File: src/rtl/udpd_pkg.sv
`default_nettype none

package udpd_pkg;

  // Item opcodes; code 3 is unused and yields an all-zero result
  typedef enum logic [1:0] {
    OP_BIND    = 2'd0,
    OP_UNBIND  = 2'd1,
    OP_DELIVER = 2'd2
  } udpd_op_e;

  // Result status codes
  typedef enum logic [1:0] {
    ST_OK    = 2'd0,
    ST_FULL  = 2'd1,
    ST_SHORT = 2'd2
  } udpd_status_e;

  localparam int unsigned PortW   = 16;
  localparam int unsigned LenW    = 16;
  localparam int unsigned SlotW   = 3;
  localparam int unsigned MaskW   = 8;
  localparam logic [LenW-1:0] HdrBytes = 16'd8;

  // Table command issued when a transaction leaves the input register
  typedef struct packed {
    logic             bind_en;
    logic             unbind_en;
    logic [PortW-1:0] port;
  } udpd_cmd_t;

endpackage

`default_nettype wire

File: src/rtl/udpd_slot_table.sv
`default_nettype none

module udpd_slot_table
  import udpd_pkg::*;
#(
  parameter int unsigned SLOTS = 8,
  localparam int unsigned IdxW = (SLOTS > 1) ? $clog2(SLOTS) : 1
) (
  input  wire logic             clk_i,
  input  wire logic             rst_ni,
  input  wire udpd_cmd_t        cmd_i,
  input  wire logic [PortW-1:0] lookup_port_i,
  output logic [SLOTS-1:0]      match_o,
  output logic                  free_found_o,
  output logic [IdxW-1:0]       free_idx_o
);

  logic [SLOTS-1:0] slot_valid_q, slot_valid_d;
  logic [PortW-1:0] slot_port_q [SLOTS];
  logic [SLOTS-1:0] unbind_hit;

  // Compare every valid slot against the looked-up port
  always_comb begin
    for (int i = 0; i < SLOTS; i++) begin
      match_o[i]    = slot_valid_q[i] && (slot_port_q[i] == lookup_port_i);
      unbind_hit[i] = slot_valid_q[i] && (slot_port_q[i] == cmd_i.port);
    end
  end

  // Find the lowest free slot
  always_comb begin
    free_found_o = 1'b0;
    free_idx_o   = '0;
    for (int i = SLOTS - 1; i >= 0; i--) begin
      if (!slot_valid_q[i]) begin
        free_found_o = 1'b1;
        free_idx_o   = IdxW'(i);
      end
    end
  end

  // Set the claimed slot on bind, drop every matching slot on unbind
  always_comb begin
    slot_valid_d = slot_valid_q;
    if (cmd_i.bind_en && free_found_o) begin
      slot_valid_d[free_idx_o] = 1'b1;
    end
    if (cmd_i.unbind_en) begin
      slot_valid_d = slot_valid_q & ~unbind_hit;
    end
  end

  always_ff @(posedge clk_i or negedge rst_ni) begin
    if (!rst_ni) begin
      slot_valid_q <= '0;
    end else begin
      slot_valid_q <= slot_valid_d;
    end
  end

  // Store the port of a new binding
  always_ff @(posedge clk_i) begin
    if (cmd_i.bind_en && free_found_o) begin
      slot_port_q[free_idx_o] <= cmd_i.port;
    end
  end

endmodule

`default_nettype wire

File: src/rtl/udp_port_demux_table.sv
`default_nettype none

// Channel  Handshake                  Payload
// in       in_valid_i / in_ready_o    op_i, port_i, peer_port_i, datagram_length_i
// out      out_valid_o / out_ready_i  status_o, slot_o, match_mask_o,
//                                     payload_length_o, source_port_out_o
//
// One transaction per cycle while out is not stalled: it is registered on
// entry, then the slot comparators and the free-slot encoder settle it
// combinationally into the result register.
// Reset clears all slot valid bits and both handshake stages.
// A stall on out backs up into the input register; in_ready_o stays high
// while the input register is empty or drains in the same cycle.

module udp_port_demux_table
  import udpd_pkg::*;
#(
  parameter int unsigned SLOTS = 8
) (
  input  wire logic             clk_i,
  input  wire logic             rst_ni,
  input  wire logic             in_valid_i,
  output logic                  in_ready_o,
  input  wire logic [1:0]       op_i,
  input  wire logic [PortW-1:0] port_i,
  input  wire logic [PortW-1:0] peer_port_i,
  input  wire logic [LenW-1:0]  datagram_length_i,
  output logic                  out_valid_o,
  input  wire logic             out_ready_i,
  output logic [1:0]            status_o,
  output logic [SlotW-1:0]      slot_o,
  output logic [MaskW-1:0]      match_mask_o,
  output logic [LenW-1:0]       payload_length_o,
  output logic [PortW-1:0]      source_port_out_o
);

  localparam int unsigned IdxW = (SLOTS > 1) ? $clog2(SLOTS) : 1;

  logic             in_valid_q;
  logic [1:0]       op_q;
  logic [PortW-1:0] port_q, src_q;
  logic [LenW-1:0]  len_q;

  logic             out_valid_q;
  logic [1:0]       status_q, status_d;
  logic [SlotW-1:0] slot_q, slot_d;
  logic [MaskW-1:0] mask_q, mask_d;
  logic [LenW-1:0]  plen_q, plen_d;
  logic [PortW-1:0] sport_q, sport_d;

  logic             advance, fire, in_take;
  udpd_cmd_t        cmd;
  logic [SLOTS-1:0] match;
  logic             free_found;
  logic [IdxW-1:0]  free_idx;
  logic [31:0]      idx_ext;
  logic [SLOTS+MaskW-1:0] mask_ext;

  assign advance    = !out_valid_q || out_ready_i;
  assign fire       = in_valid_q && advance;
  assign in_ready_o = !in_valid_q || advance;
  assign in_take    = in_valid_i && in_ready_o;

  // Hold the input transaction
  always_ff @(posedge clk_i or negedge rst_ni) begin
    if (!rst_ni) begin
      in_valid_q <= 1'b0;
    end else if (in_ready_o) begin
      in_valid_q <= in_valid_i;
    end
  end

  always_ff @(posedge clk_i) begin
    if (in_take) begin
      op_q   <= op_i;
      port_q <= port_i;
      src_q  <= peer_port_i;
      len_q  <= datagram_length_i;
    end
  end

  // Table update only when the transaction moves on
  always_comb begin
    cmd.bind_en   = fire && (op_q == OP_BIND);
    cmd.unbind_en = fire && (op_q == OP_UNBIND);
    cmd.port      = port_q;
  end

  udpd_slot_table #(
    .SLOTS(SLOTS)
  ) u_table (
    .clk_i        (clk_i),
    .rst_ni       (rst_ni),
    .cmd_i        (cmd),
    .lookup_port_i(port_q),
    .match_o      (match),
    .free_found_o (free_found),
    .free_idx_o   (free_idx)
  );

  assign idx_ext  = 32'(free_idx);
  assign mask_ext = (SLOTS + MaskW)'(match);

  // Build the result
  always_comb begin
    status_d = ST_OK;
    slot_d   = '0;
    mask_d   = '0;
    plen_d   = '0;
    sport_d  = '0;
    case (op_q)
      OP_BIND: begin
        if (free_found) begin
          slot_d = idx_ext[SlotW-1:0];
        end else begin
          status_d = ST_FULL;
        end
      end
      OP_UNBIND: begin
        status_d = ST_OK;
      end
      OP_DELIVER: begin
        if (len_q < HdrBytes) begin
          status_d = ST_SHORT;
        end else begin
          mask_d  = mask_ext[MaskW-1:0];
          plen_d  = len_q - HdrBytes;
          sport_d = src_q;
        end
      end
      default: begin
        status_d = ST_OK;
      end
    endcase
  end

  // Hold the result until taken
  always_ff @(posedge clk_i or negedge rst_ni) begin
    if (!rst_ni) begin
      out_valid_q <= 1'b0;
    end else if (advance) begin
      out_valid_q <= in_valid_q;
    end
  end

  always_ff @(posedge clk_i) begin
    if (fire) begin
      status_q <= status_d;
      slot_q   <= slot_d;
      mask_q   <= mask_d;
      plen_q   <= plen_d;
      sport_q  <= sport_d;
    end
  end

  assign out_valid_o       = out_valid_q;
  assign status_o          = status_q;
  assign slot_o            = slot_q;
  assign match_mask_o      = mask_q;
  assign payload_length_o  = plen_q;
  assign source_port_out_o = sport_q;

endmodule

`default_nettype wire
File: config.mk
export PLATFORM = sky130hd
export DESIGN_NAME = udp_port_demux_table
export DESIGN_NICKNAME = d
export VERILOG_FILES = /design/src/rtl/udpd_pkg.sv /design/src/rtl/udpd_slot_table.sv /design/src/rtl/udp_port_demux_table.sv
export SDC_FILE = /design/constraint.sdc
export NUM_CORES = 1
export LEC_CHECK = 0
export BUFFER_PORTS_ARGS = -buffer_cell sky130_fd_sc_hd__buf_2
export CAP_MARGIN = 10
export CORE_ASPECT_RATIO = 1.4
export CORE_MARGIN = 8
export CORE_UTILIZATION = 45
export DETAILED_ROUTE_END_ITERATION = 6
export GPL_ROUTABILITY_DRIVEN = 0
export PLACE_DENSITY = 0.71
export SETUP_SLACK_MARGIN = 0.5
export SLEW_MARGIN = 0
export SYNTH_ARGS = -nofsm -noshare
export SYNTH_HDL_FRONTEND = slang
export SYNTH_HIERARCHICAL = 1
export SYNTH_SLANG_ARGS = --single-unit
export TNS_END_PERCENT = 50
File: constraint.sdc
create_clock -name clk_i -period 7.8 [get_ports clk_i]
set_input_delay 0.39 -clock clk_i [delete_from_list [all_inputs] [get_ports clk_i]]
set_output_delay 0.39 -clock clk_i [all_outputs]
set_load 0.03 [all_outputs]
# == Word level (Yosys, flattened, before mapping) ==
# Memory sizes are Yosys's and may differ from the RTL's.
# Cells that the tools add are included.
# op_classes
order_cmp,3
n_bitwise,4
add_sub_neg,1
n_eq_ne,10
n_reduce_logical,22
n_mux,25
# ops
op,n
$eq 16x16->1,8
$mux 3,8
$lt 16x4->1 const B,1
$mux 8,2
$sub 16x4->16 const B,1
$logic_and 1x1->1,14
$mux 1,12
$and 8x8->8,1
$not 8->8,1
$or 8x8->8,1
$lt 3x4->1 const B,1
$pmux 2 s2,1
$demux 1 s3,1
$ge 3x1->1 const B,1
$eq 2x1->1 const B,1
$eq 2x2->1 const B,1
$logic_not 1->1,2
$logic_not 2->1,1
$logic_or 1x1->1,2
$mux 2,1
$reduce_and 2->1,1
$reduce_bool 2->1,1
$reduce_or 2->1,1
$not 1->1,1
# totals
memories,1
input_bits,54
regBits,105
mem_bits_rw,128
out_inout_bits,47
elab_cells,78
# mem_list
memory,depth,width,rd,rd_clocked_by_memory_dff,write_ports,line_no,source
u_table.slot_port_q,8,16,8,0,1,udpd_slot_table.sv:19,logic [PortW-1:0] slot_port_q [SLOTS];

# == Longest topological paths before layout ==
# logic_depth
ltp_word,15
ltp_mapped,7

# == Cells and area by module ==
# Netlist, hierarchy kept.
# by_module_without_submodules
mod,seq_area_each_um2,cells_each,area_per_inst_um2,instances
udpd_slot_table,4043.9,573,7414.6,1
udp_port_demux_table,2902.8,194,3634.7,1

# == Worst setup path after synthesis ==
# OpenSTA, ideal clock, no wires.
# synth_timing
path_type,register to register
startpoint,"register out_valid_q, in the netlist out_valid_o"
endpoint,memory u_table.slot_port_q[3][0] (enable)
arrival_time_ns,2.492
required_time_ns,7.386
stages_incl_launch_ff,6
path_slack_ns,4.894
path_cell_list,dfrtp_1 -> nand2b_1 -> nand2_1 -> nor3_1 -> nand3_1 -> a211oi_1
# synth_rtl
item,line_no,source
from (decl),udp_port_demux_table.sv:44,logic out_valid_q;
from (signal assigned),udp_port_demux_table.sv:142,out_valid_q <= in_valid_q;
to (decl),udpd_slot_table.sv:19,

==> run_results.csv <==
group,metric,value,unit
global_routing,grt_pass1_vias,6529,
synthesis,yosysUniqueCellTypes,50,
drt,drtPass1Iterations,5,
drt,avgRoutedWirePerCell,18.8,µm
drt,drc_errors,0,
global_routing,grt.overflow.total,0,
sta,finalSetupViolCount,0,
worst_setup_path,ff2ff_path_depth,5,
global_routing,grt_max_degree,46,
die,die_h,201,µm
synthesis,avgSynthCellArea,14.4,µm²
status,status,"finished, final reports clean",
worst_setup_path,critical_path_buf_inv_count,0,
pwr,p_total,2.83,mW
clock_network,cts_tree,"yes",
worst_setup_path,reg2reg_slack,5.21,ns
sta,rsz0062_at_grt,"false",
worst_setup_path,cp.required,7.93,ns
worst_setup_path,worstPathMaxFanout,16,
sta,worst_slew_pin_slew,1.11,ns
global_routing,grt_pass1_wl,35.5,mm
clock_network,clock-sinks,233,
worst_setup_path,cpPeakStageDelay,0.86,ns
synthesis,ys_async_sr_fraction,0.0429,
final_layout,antenna-diode-count,0,
worst_setup_path,crit_arrival,2.72,ns
die,dieArea,0.0299,mm²
synthesis,yosysWarnings,6,
final_layout,final_cell_count_no_fill,1206,
place,hpwl,15.1,mm
pwr,cellPowerDensity,225,mW/mm²
sta,worst_clock_skew,0.0137,ns
sta,finalCriticalPeriod,2.59,ns
worst_setup_path,cp-end-kind,"flip-flop",
worst_setup_path,cp_slowest_cell,"nor2_1",
die,rows,68,
clock_network,cts-root-buf,"clkbuf_16",
die,die_w,148,µm
synthesis,syn_inst,767,
worst_setup_path,start_kind,"flip-flop",
global_routing,grt_use_total,0.150,
pwr,leakage,4.25,nW
final_layout,final_nets,930,
min_path,hold_class,"input pin to flip-flop",
global_routing,antenna_found_initial,0,
die,start_util,0.453,
worst_setup_path,crit_cells,5,
drt,drtAntennaViolNets,0,
worst_setup_path,worstSetupPathType,"flip-flop to flip-flop",
flow_run,drv_cap,0,
clock_network,path_clk_slew,0.07,ns
clock_network,post_cts_buffers,0,
worst_setup_path,critPathTopFamily,"simple AND/OR/NAND/NOR gates",
worst_setup_path,crit_top_cell,"nand2_1",
worst_setup_path,timing.rr.start,"out_valid_o$_DFFE_PN0P_",
die,ios,101,
synthesis,synth_edf_count,223,
die,core_area,0.0244,mm²
sta,max_freq,387,MHz
drt,routed_wl,22.6,mm
synthesis,ys.flop_type,"edfxtp_1",
place,place_inst,1159,
synthesis,seq_area_frac_synth,0.629,
sta,final.setup.tns,0,ns
clock_network,clk_path_buf_depth,3,
worst_setup_path,path_cells,"nand2b_1 -> nand2_1 -> nor3_1 -> nand2_1 -> nor2_1",
final_layout,area_delta_synth_final,13.8,%
sta,hold-worst-slack,0.0415,ns
sta,final_hold_viol_count,0,
drt,first_iter_violations,359,
clock_network,cts_made_buffers,24,
clock_network,holdBufCountCts,1,
sta,post-route-period-util,0.332,
synthesis,synth.cell_area,0.0110,mm²
synthesis,synth_fp_nets,822,
worst_setup_path,cp-startpoint,"out_valid_o$_DFFE_PN0P_",
final_layout,drive_gt1_frac,0.220,
clock_network,cts-resized-gates,0,
synthesis,synth_seq_cells,233,
place,port_buffers,100,
sta,slew_headroom,0.260,
drt,vias_per_cell,5.21,
drt,num_vias,6278,
clock_network,clkLatencyLatePin,0.52,ns
worst_setup_path,crit_end,"u_table/slot_port_q[1][3]$_DFFE_PP_",
clock_network,h-tree-depth,1,
pwr,vdd_drop_max,0.000207,V
sta,slew_viol_final,0,
worst_setup_path,rr_endpoint,"u_table/slot_port_q[1][3]$_DFFE_PP_",
[worst min path at each step]
stage	startpoint	endpoint	slack (ns)	cells past startpoint
after floorplan	rst_ni	in_valid_q$_DFFE_PN0N_	0.09	0
after global placement	rst_ni	out_valid_o$_DFFE_PN0P_	0.29	1
after detailed placement	rst_ni	out_valid_o$_DFFE_PN0P_	0.30	1
after CTS	port_i[10]	port_q[10]$_DFFE_PP_	0.02	1
after global routing	port_i[15]	port_q[15]$_DFFE_PP_	0.02	1
final	port_i[10]	port_q[10]$_DFFE_PP_	0.04	1
[registers in the layout, summed over array words and instances, names as in the netlist]
name,flops
u_table/slot_port_q,128
len_q,16
payload_length_o,16
port_q,16
source_port_out_o,16
src_q,16
match_mask_o,8
u_table/slot_valid_q,8
slot_o,3
op_q,2
status_o,2
in_valid_q,1
out_valid_o,1
[cells in the mapped netlist (all sizes together), types with 2 or more instances]
cell    instances  area share
or4             6      0.0051
nor2           18      0.0061
nand4          41       0.023
inv             9      0.0031
nand3b          2      0.0014
o31ai          11      0.0075
nand2b          4      0.0023
nand2          16      0.0054
and3            3      0.0017
and2           29       0.021
a21oi          12      0.0058
dfrtp          10       0.023
o211ai          2      0.0014
and4            2      0.0016
clkbuf          4      0.0015
o21ai           3      0.0017
buf            40       0.027
o41ai           3      0.0041
nor4b           2      0.0022
nor3            8      0.0036
xor2           89       0.071
xnor2         168        0.13
or3             4      0.0023
a31oi           5      0.0028
or4b            2      0.0018
nor4           28       0.020
nand3          11      0.0050
edfxtp        223        0.61
[cell usage in the layout, fill, tap and decap left out, drive strengths merged, types with 5 or more instances in the layout]
master / instances
edfxtp: 223
o31ai: 11
nor3: 8
buf: 125
inv: 9
or4: 6
nand4: 41
xnor2: 168
nor2: 18
clkinv: 9
and2: 29
a31oi: 5
nand2: 16
a21oi: 12
dfrtp: 10
nor4: 28
xor2: 89
clkbuf: 32
nand3: 11
[layer usage]
metal | track usage | vias to the layer above | share of wire
li1 | - | 2986 | -
met3 | 0.0299 | 56 | 0.059
met4 | 0.0683 | 0 | 0.037
met5 | 0 | - | 0
met1 | 0.175 | 3062 | 0.40
met2 | 0.261 | 174 | 0.50
[per-stage QoR]
| step | utilization | worst slack, ns | instance area [µm²] |
|---|---|---|---|
| floorplan | - | 4.89 | 11000 |
| global placement | 0.483 | 4.93 | 11800 |
| detailed placement | 0.483 | 4.87 | 11800 |
| CTS | 0.513 | 4.99 | 12500 |
| global route | 0.515 | 4.96 | 12600 |
| finish | 0.515 | 5.21 | 12600 |
[layout make-up]
type / instances / area, µm²
fill: 2010 / 11800
multi-input combinational: 481 / 3760
inverter: 9 / 33.8
timing repair buffer: 126 / 709
clock buffer: 32 / 662
clock inverter: 10 / 68.8
sequential: 233 / 6950
tap: 315 / 394
[kinds of logic (layout without fill, tap and decap cells)]
group                      Yosys count  in the layout  share of synthesized area
AOI/OAI and AO/OA                   43             43                     0.0297
DFF                                233            233                      0.629
muxes                                1              1                   0.000906
adders and majority gates            1              1                    0.00113
xor gates and xnor gates           257            257                      0.204
buffers and inverters               53            177                     0.0311
and+or+nand+nor                    179            179                      0.105
[power by group]
part,internal (mW),switching [mW]
sequential,1.43,0.0277
combinational,0.101,0.198
clock,0.624,0.451
total,2.15,0.677
Power figures use the tool's default switching activity.
